<file path="src/gaussian_noise_generator_assert.svh">
// assertion macros shared by the block
`ifndef GAUSSIAN_NOISE_GENERATOR_ASSERT_SVH
`define GAUSSIAN_NOISE_GENERATOR_ASSERT_SVH

// same-cycle implication
`define GNG_ASSERT_IMPL(label, ante, cons, msg) \
   label: assert property (@(posedge clock) disable iff (reset) (ante) |-> (cons)) \
      else $error(msg);

// next-cycle implication
`define GNG_ASSERT_NEXT(label, ante, cons, msg) \
   label: assert property (@(posedge clock) disable iff (reset) (ante) |=> (cons)) \
      else $error(msg);

`endif

</file>
<file path="src/gng_pkg.sv">
package gng_pkg;

   localparam int FRAC_BITS_DEFAULT = 11;
   localparam logic [63:0] SEED_RESET = 64'd1;
   localparam logic [63:0] SEED_DEFAULT = 64'h9E3779B97F4A7C15;
   localparam logic [30:0] TWO_LN2_Q30 = 31'd1488522236;
   localparam logic [30:0] PI_Q29 = 31'd1686629713;
   localparam logic signed [33:0] CORDIC_K = 34'sd652032875;
   localparam logic [31:0] QUARTER_PI_Q30 = 32'd843314857;

   localparam int LOG_STEPS = 24;
   localparam int SQRT_STEPS = 20;
   localparam int CORDIC_STEPS = 30;
   localparam int CNT_W = 5;

   typedef logic [CNT_W-1:0] count_type;

   typedef struct packed {
      logic      draw_first;
      logic      draw_second;
      logic      norm;
      logic      log_step;
      logic      prep;
      logic      rot_step;
      logic      scale;
      logic      finish;
      logic      give_spare;
      count_type cnt;
   } cmd_type;

   typedef logic [31:0] atan_table_type [CORDIC_STEPS];

   // series term divided by the odd number 2k+1
   function automatic logic [63:0] odd_div(logic [63:0] v, int unsigned k);
      case (k)
         0: return v;
         1: return v / 64'd3;
         2: return v / 64'd5;
         3: return v / 64'd7;
         4: return v / 64'd9;
         5: return v / 64'd11;
         6: return v / 64'd13;
         7: return v / 64'd15;
         8: return v / 64'd17;
         9: return v / 64'd19;
         10: return v / 64'd21;
         11: return v / 64'd23;
         12: return v / 64'd25;
         13: return v / 64'd27;
         14: return v / 64'd29;
         15: return v / 64'd31;
         16: return v / 64'd33;
         17: return v / 64'd35;
         18: return v / 64'd37;
         19: return v / 64'd39;
         20: return v / 64'd41;
         21: return v / 64'd43;
         22: return v / 64'd45;
         23: return v / 64'd47;
         24: return v / 64'd49;
         25: return v / 64'd51;
         26: return v / 64'd53;
         27: return v / 64'd55;
         28: return v / 64'd57;
         29: return v / 64'd59;
         30: return v / 64'd61;
         default: return 64'd0;
      endcase
   endfunction

   function automatic logic [31:0] atan_entry(int unsigned i);
      logic [63:0] sum;
      logic [63:0] t;
      logic [63:0] rnd;
      int unsigned e;
      sum = 64'd0;
      if (i == 0) begin
         return QUARTER_PI_Q30;
      end
      for (int unsigned k = 0; k < 32; k++) begin
         e = i * (2 * k + 1);
         if (e <= 62) begin
            t = odd_div(64'd1 << (62 - e), k);
            if (k % 2 == 1) begin
               sum = sum - t;
            end else begin
               sum = sum + t;
            end
         end
      end
      rnd = (sum + (64'd1 << 31)) >> 32;
      return rnd[31:0];
   endfunction

   function automatic atan_table_type build_atan();
      atan_table_type tab;
      for (int unsigned i = 0; i < CORDIC_STEPS; i++) begin
         tab[i] = atan_entry(i);
      end
      return tab;
   endfunction

   localparam atan_table_type ATAN_TABLE = build_atan();

endpackage

</file>
<file path="src/gng_ctrl.sv">
module gng_ctrl (
   input  logic             clock,
   input  logic             reset,
   input  logic             req_valid,
   output logic             req_ready,
   input  logic             req_request,
   output logic             rsp_valid,
   input  logic             rsp_ready,
   input  logic             spare_ready,
   output gng_pkg::cmd_type cmd
);
   import gng_pkg::*;

   localparam logic [3:0] S_IDLE  = 4'd0;
   localparam logic [3:0] S_DRAW1 = 4'd1;
   localparam logic [3:0] S_DRAW2 = 4'd2;
   localparam logic [3:0] S_NORM  = 4'd3;
   localparam logic [3:0] S_LOG   = 4'd4;
   localparam logic [3:0] S_PREP  = 4'd5;
   localparam logic [3:0] S_ROT   = 4'd6;
   localparam logic [3:0] S_SCALE = 4'd7;
   localparam logic [3:0] S_FIN   = 4'd8;

   logic [3:0] state_ff, state_in;
   count_type  cnt_ff, cnt_in;
   logic       rsp_valid_ff, rsp_valid_in;
   logic       accept;

   assign req_ready = (state_ff == S_IDLE) && !rsp_valid_ff;
   assign accept = req_valid && req_ready;
   assign rsp_valid = rsp_valid_ff;

   always_comb begin
      state_in = state_ff;
      cnt_in = cnt_ff;
      rsp_valid_in = rsp_valid_ff && !rsp_ready;
      cmd = '0;
      cmd.cnt = cnt_ff;
      case (state_ff)
         S_IDLE: begin
            if (accept && req_request) begin
               if (spare_ready) begin
                  cmd.give_spare = 1'b1;
                  rsp_valid_in = 1'b1;
               end else begin
                  state_in = S_DRAW1;
               end
            end
         end
         S_DRAW1: begin
            cmd.draw_first = 1'b1;
            state_in = S_DRAW2;
         end
         S_DRAW2: begin
            cmd.draw_second = 1'b1;
            state_in = S_NORM;
         end
         S_NORM: begin
            cmd.norm = 1'b1;
            cnt_in = '0;
            state_in = S_LOG;
         end
         S_LOG: begin
            cmd.log_step = 1'b1;
            cnt_in = cnt_ff + 1'b1;
            if (cnt_ff == CNT_W'(LOG_STEPS - 1)) begin
               state_in = S_PREP;
            end
         end
         S_PREP: begin
            cmd.prep = 1'b1;
            cnt_in = '0;
            state_in = S_ROT;
         end
         S_ROT: begin
            cmd.rot_step = 1'b1;
            cnt_in = cnt_ff + 1'b1;
            if (cnt_ff == CNT_W'(CORDIC_STEPS - 1)) begin
               state_in = S_SCALE;
            end
         end
         S_SCALE: begin
            cmd.scale = 1'b1;
            state_in = S_FIN;
         end
         S_FIN: begin
            cmd.finish = 1'b1;
            rsp_valid_in = 1'b1;
            state_in = S_IDLE;
         end
         default: begin
            state_in = S_IDLE;
         end
      endcase
   end

   always_ff @(posedge clock) begin
      if (reset) begin
         state_ff <= S_IDLE;
         cnt_ff <= '0;
         rsp_valid_ff <= 1'b0;
      end else begin
         state_ff <= state_in;
         cnt_ff <= cnt_in;
         rsp_valid_ff <= rsp_valid_in;
      end
   end

`include "gaussian_noise_generator_assert.svh"

   `GNG_ASSERT_NEXT(a_log_to_prep, state_ff == S_LOG && cnt_ff == CNT_W'(LOG_STEPS - 1), state_ff == S_PREP, "log phase overran")
   `GNG_ASSERT_IMPL(a_busy_no_rsp, state_ff != S_IDLE, !rsp_valid_ff, "result pending while busy")
   `GNG_ASSERT_IMPL(a_rsp_source, $rose(rsp_valid_ff), $past(state_ff) == S_FIN || $past(state_ff) == S_IDLE, "result from wrong state")
   `GNG_ASSERT_IMPL(a_rot_count, state_ff == S_ROT, cnt_ff < CNT_W'(CORDIC_STEPS), "rotation count out of range")

endmodule

</file>
<file path="config.mk">
export PLATFORM = sky130hd
export DESIGN_NAME = gng_ctrl
export DESIGN_NICKNAME = d
export VERILOG_FILES = /design/src/gng_pkg.sv /design/src/gng_ctrl.sv
export VERILOG_INCLUDE_DIRS = /design/src /design/src/src
export SDC_FILE = /design/constraint.sdc
export NUM_CORES = 1
export LEC_CHECK = 0
export BUFFER_PORTS_ARGS = -buffer_cell sky130_fd_sc_hd__buf_4
export CORE_UTILIZATION = 50
export DETAILED_ROUTE_END_ITERATION = 8
export PLACE_DENSITY_LB_ADDON = 0.05
export REMOVE_ABC_BUFFERS = 1
export SLEW_MARGIN = 20
export SYNTH_ARGS = -nofsm -noshare
export SYNTH_HDL_FRONTEND = slang
export SYNTH_SLANG_ARGS = --single-unit
</file>
<file path="constraint.sdc">
create_clock -name clock -period 2 [get_ports clock]
set_input_delay 0.2 -clock clock [delete_from_list [all_inputs] [get_ports clock]]
set_output_delay 0.2 -clock clock [all_outputs]
set_load 0.03 [all_outputs]
</file>
# Yosys cells after proc, flatten, opt, wreduce, memory -nomap -nowiden
# Index checks and enable logic that the tools add are counted.
dict set report totals {
  word_cells 49
  ff_bits 10
  output_inout_bits 16
  input_bits 6
}
dict set report op_classes {
  n_addsub 1
  n_mux 20
  reduce_logical 11
  eq_ne 14
}
# operator count
set op_table {}
lappend op_table {{one-hot mux 4 bit (8 select lines)} 1}
lappend op_table {{== test 4 x 3 -> 1 bit, second input constant} 4}
lappend op_table {{2-to-1 mux 4 bit} 4}
lappend op_table {{2-to-1 mux 1 bit} 13}
lappend op_table {{== test 5 bit, second input constant} 2}
lappend op_table {{one-hot mux 5 bit (2 select lines)} 1}
lappend op_table {{== test 4 x 2 -> 1 bit, second input constant} 2}
lappend op_table {{inequality test 2 bit, second input constant} 3}
lappend op_table {{adder 5 x 1 -> 5 bit, second input constant} 1}
lappend op_table {{== test 4 x 1 -> 1 bit, second input constant} 1}
lappend op_table {{== test 4 bit, second input constant} 1}
lappend op_table {{logical AND 1 bit} 4}
lappend op_table {{logical NOT 4 bit} 1}
lappend op_table {{AND reduction 4 bit} 1}
lappend op_table {{OR reduction 2 bit} 2}
lappend op_table {{logical NOT 1 bit} 2}
lappend op_table {{inequality test 2 x 1 -> 1 bit, second input constant} 1}
lappend op_table {{one-hot mux 1 bit (2 select lines)} 1}
lappend op_table {{nonzero test 2 bit} 1}

# Longest topological paths before layout
dict set report logic_depth {
  ltp_word 6
  ltp_mapped 5
  mapped_depth_nobuf 5
}

# Least setup slack after synthesis
# OpenSTA, ideal clock, no wires.
dict set report synth_path {
  path_type {register to register}
  start {register state_ff[3]}
  end {register rsp_valid_ff, in the netlist rsp_valid}
  synth_period_minus_slack_ns 1.909
  path_stages_with_launch 4
  t_arrival_ns 1.846
  required_time_ns 1.937
  setup_ns 0.063
  path_buffers 1
  path_slack_ns 0.091
  path_cell_list {dfxtp_1 -> buf_6 -> nor4b_1 -> o31a_1}
}
dict set report synth_via {
  elab_chain_len 6
  word_cells_on_any_way 7
  classes_between {eq/ne (1); mux (2); reduce/logical (4)}
}
# item line
set synth_lines {}
lappend synth_lines {{from (decl)} gng_ctrl.sv:24} ;# logic [3:0] state_ff, state_in;
lappend synth_lines {{from (signal assigned)} gng_ctrl.sv:103} ;# state_ff <= state_in;
lappend synth_lines {{logical NOT 4 bit} {gng_ctrl.sv:29, gng_ctrl.sv:39}}
lappend synth_lines {{logical AND 1 bit} gng_ctrl.sv:29} ;# assign req_ready = (state_ff == S_IDLE) && !rsp_valid_ff;
lappend synth_lines {{logical AND 1 bit} gng_ctrl.sv:30} ;# assign accept = req_valid && req_ready;
lappend synth_lines {{logical AND 1 bit} gng_ctrl.sv:41} ;# if (accept && req_request) begin
lappend synth_lines {{2-to-1 mux 1 bit} gng_ctrl.sv:41}
lappend synth_lines {{one-hot mux 1 bit (2 select lines) (*)} gng_ctrl.sv:39} ;# case (state_ff)
lappend synth_lines {{to (signal assigned)} gng_ctrl.sv:105} ;# rsp_valid_ff <= rsp_valid_in;
lappend synth_lines {{to (decl)} gng_ctrl.sv:26} ;# logic rsp_valid_ff, rsp_valid_in;
# Every way passes the cells marked *; elsewhere a longest branch is shown, timed or not.
# A chain may end at the register's enable or synchronous reset.

==> flow_metrics.tcl <==
set metrics [dict create \
    seq_area_frac_synth 0.2893 \
    reg2reg_depth 3 \
    row_count 13 \
    synth_edf_count 0 \
    post-cts-setup-buffers 0 \
    instances_no_fill 111 \
    drc 0 \
    critPathArrivalTime_ns 1.62 \
    worst_hold_slack_ns 0.1468 \
    placed_cells_incl_taps 108 \
    rsz0062_at_grt "false" \
    core_sq_mm 0.001301 \
    max_freq_mhz 549.5 \
    final-setup-viol-count 0 \
    cts_num_sinks 10 \
    synthAdderAreaFrac 0.03617 \
    synth.distinct_cells 36 \
    combPwrFrac 0.197 \
    grt_pass1_vias 499 \
    dieHeight_um 39.20 \
    antenna_found_initial 0 \
    clockBufferDepth 2 \
    syn2layout_area_growth_pct 21.70 \
    power_density_mw_per_mm2 550.6 \
    drv_slew 0 \
    synth_compound_area_frac 0.1899 \
    critPathRequiredTime_ns 1.80 \
    synth_warnings 0 \
    grt_pass1_wl_um 2346 \
    drv_cap 0 \
    port_buffers 21 \
    yosys.area_share.simple 0.3436 \
    num_vias 624 \
    status "finished, final reports clean" \
    synth_commonest_cells "dfxtp_1 (10), nor2_1 (6), nor2b_1 (6), a211oi_1 (4), buf_6 (4)" \
    hold_class "input pin to flip-flop" \
    synth_top_area_frac 0.2893 \
    hold_viol 0 \
    synth-xor-area-share 0.02532 \
    place_area_sq_um 819.5 \
    ant_nets 0 \
    slew_headroom 0.5564 \
    path_clk_slew_ns 0.07 \
    dr.pass1.iters 4 \
    avgSynthCellArea_sq_um 8.986 \
    p_leak_nw 0.3884 \
    ir_drop_mv 0.4045 \
    clockPowerShare 0.313 \
    cts_tree "yes" \
    ctsHoldBuffers 0 \
    seqPwrFrac 0.489 \
    dieArea_sq_mm 0.001537 \
    grt_usage 0.2327 \
    gr-total-overflow 0 \
    synth_flop_cell "dfxtp_1" \
    synth_area_sq_um 691.9 \
    synthCells 77 \
    initial_utilization 0.5317 \
    worst-setup-path-type "flip-flop to output port" \
    avgViaCountPerCell 5.622 \
    r2r_end "rsp_valid" \
    yosysMostFrequentCell "dfxtp_1" \
    skew_ns 0.001662 \
    worst_setup_path_start_kind "flip-flop" \
    endpoint "cmd[5]" \
    internal-power_mw 0.3158 \
    cp-end-kind "output port" \
    synth_top_family_by_area "simple AND/OR/NAND/NOR gates" \
    post_drt_wl_per_cell_um 14.01 \
    clock_latency_ns 0.27 \
    synthMuxAreaShare 0.02893 \
    synth_area_leaders "dfxtp_1 (29%), buf_6 (6.5%), nor2b_1 (5.4%), a211oi_1 (4.3%), ha_1 (3.6%)" \
    reg2reg_setup_slack_ns 0.46 \
    swShare 0.3190 \
    synth-seq-cells 10 \
    grt_max_degree 17 \
    r2r_start "state_ff[1]" \
    die_w_um 39.20 \
    cts_htree_levels 1 \
    numCtsBuffers 3 \
    wl_um 1555 \
    drive_gt1_frac 0.3021 \
    place_congestion 0.7483 \
    async_reset_ff_frac 0 \
    cts_resized 0 \
    fin_area_sq_um 842.1 \
    path_max_fanout 16 \
    drt_iter0_drc 13 \
    diodes 0 \
    min_period_over_period 0.9099 \
    cp-startpoint "state_ff[1]" \
    fin_crit_ns 1.820 \
    final.setup.tns_ns 0 \
    dp_hpwl_um 1092 \
    yosysTopAreaCell "dfxtp_1" \
    tightest_slew_ns 0.6645 \
    boundaryPins 22 \
    cts_root_buf "clkbuf_4" \
    p_switching_mw 0.1479 \
    fin_nets 106 \
    hold_depth 2 \
]
## cell usage in the layout (no fill, tap or decap), types with 2 or more instances in the layout
cell type | netlist | final
dfxtp_1 | 10 | 10
nor2b_1 | 6 | 6
mux2i_1 | 2 | 2
buf_4 | 0 | 21
nand2_1 | 3 | 3
and2_1 | 3 | 3
and3_1 | 2 | 2
clkbuf_4 | 0 | 3
o21ai_0 | 2 | 2
o211ai_1 | 3 | 3
inv_1 | 3 | 3
nand3_1 | 2 | 2
ha_1 | 2 | 2
nor2_1 | 6 | 6
a211oi_1 | 4 | 4
xnor2_1 | 2 | 2
nor3_1 | 3 | 3
## logic make-up after synthesis
family | count (synthesis)
AOI/OAI and AO/OA | 17
xor gates and xnor gates | 2
adders and majority gates | 2
buffers and inverters | 8
DFF | 10
muxes | 2
and+or+nand+nor | 36
## cell type report
class | count | area, sq um
Fill cell | 126 | 459.2
Multi-Input combinational cell | 59 | 431.7
Sequential cell | 10 | 200.2
Timing Repair Buffer | 21 | 157.7
Clock buffer | 3 | 22.52
Tap cell | 15 | 18.77
Inverter | 3 | 11.26
## power by group through the flow
stage	Clock [mW]	Combinational, mW	Sequential (mW)
6_report	0.145	0.0914	0.227
5_1_grt	0.159	0.100	0.228
4_1_cts	0.147	0.0915	0.226
3_5_place_dp	0	0.0911	0.231
3_3_place_gp	0	0.0909	0.230
2_1_floorplan	0	0.0569	0.228
## per-stage QoR
stage	power (mW)	setup WS (ns)	utilization
final	0.4637	0.1802	0.6471
after detailed placement	0.3220	0.4764	0.6298
after floorplan	0.2853	0.02760	-
after CTS	0.4644	0.1898	0.6471
after global routing	0.4868	0.08277	0.6471
after global placement	0.3206	0.5224	0.6298
## state kept, by name, indices dropped and copies added (netlist names)
register	cells
cnt_ff	5
state_ff	4
rsp_valid	1
## worst max-delay path, cell delays in order (launching register included)
cell     delay (ns)
dfxtp_1        0.52
nor4_1         0.39
and4_1         0.26
buf_4          0.17
## worst min-delay path by stage
stage / startpoint / end
floorplan: reset / cnt_ff[1]
global placement: reset / cnt_ff[1]
detailed placement: reset / cnt_ff[1]
CTS: reset / cnt_ff[1]
global route: reset / cnt_ff[1]
finish: reset / cnt_ff[1]
## metal layers
metal,vias to the layer above,track usage,share of wire
met3,3,0.1040,0.043
met1,290,0.3322,0.52
li1,320,-,-
met2,11,0.3125,0.43
met4,0,0.05172,0.0064
met5,-,0,0
Note: power is estimated with default switching activity, not from simulation.
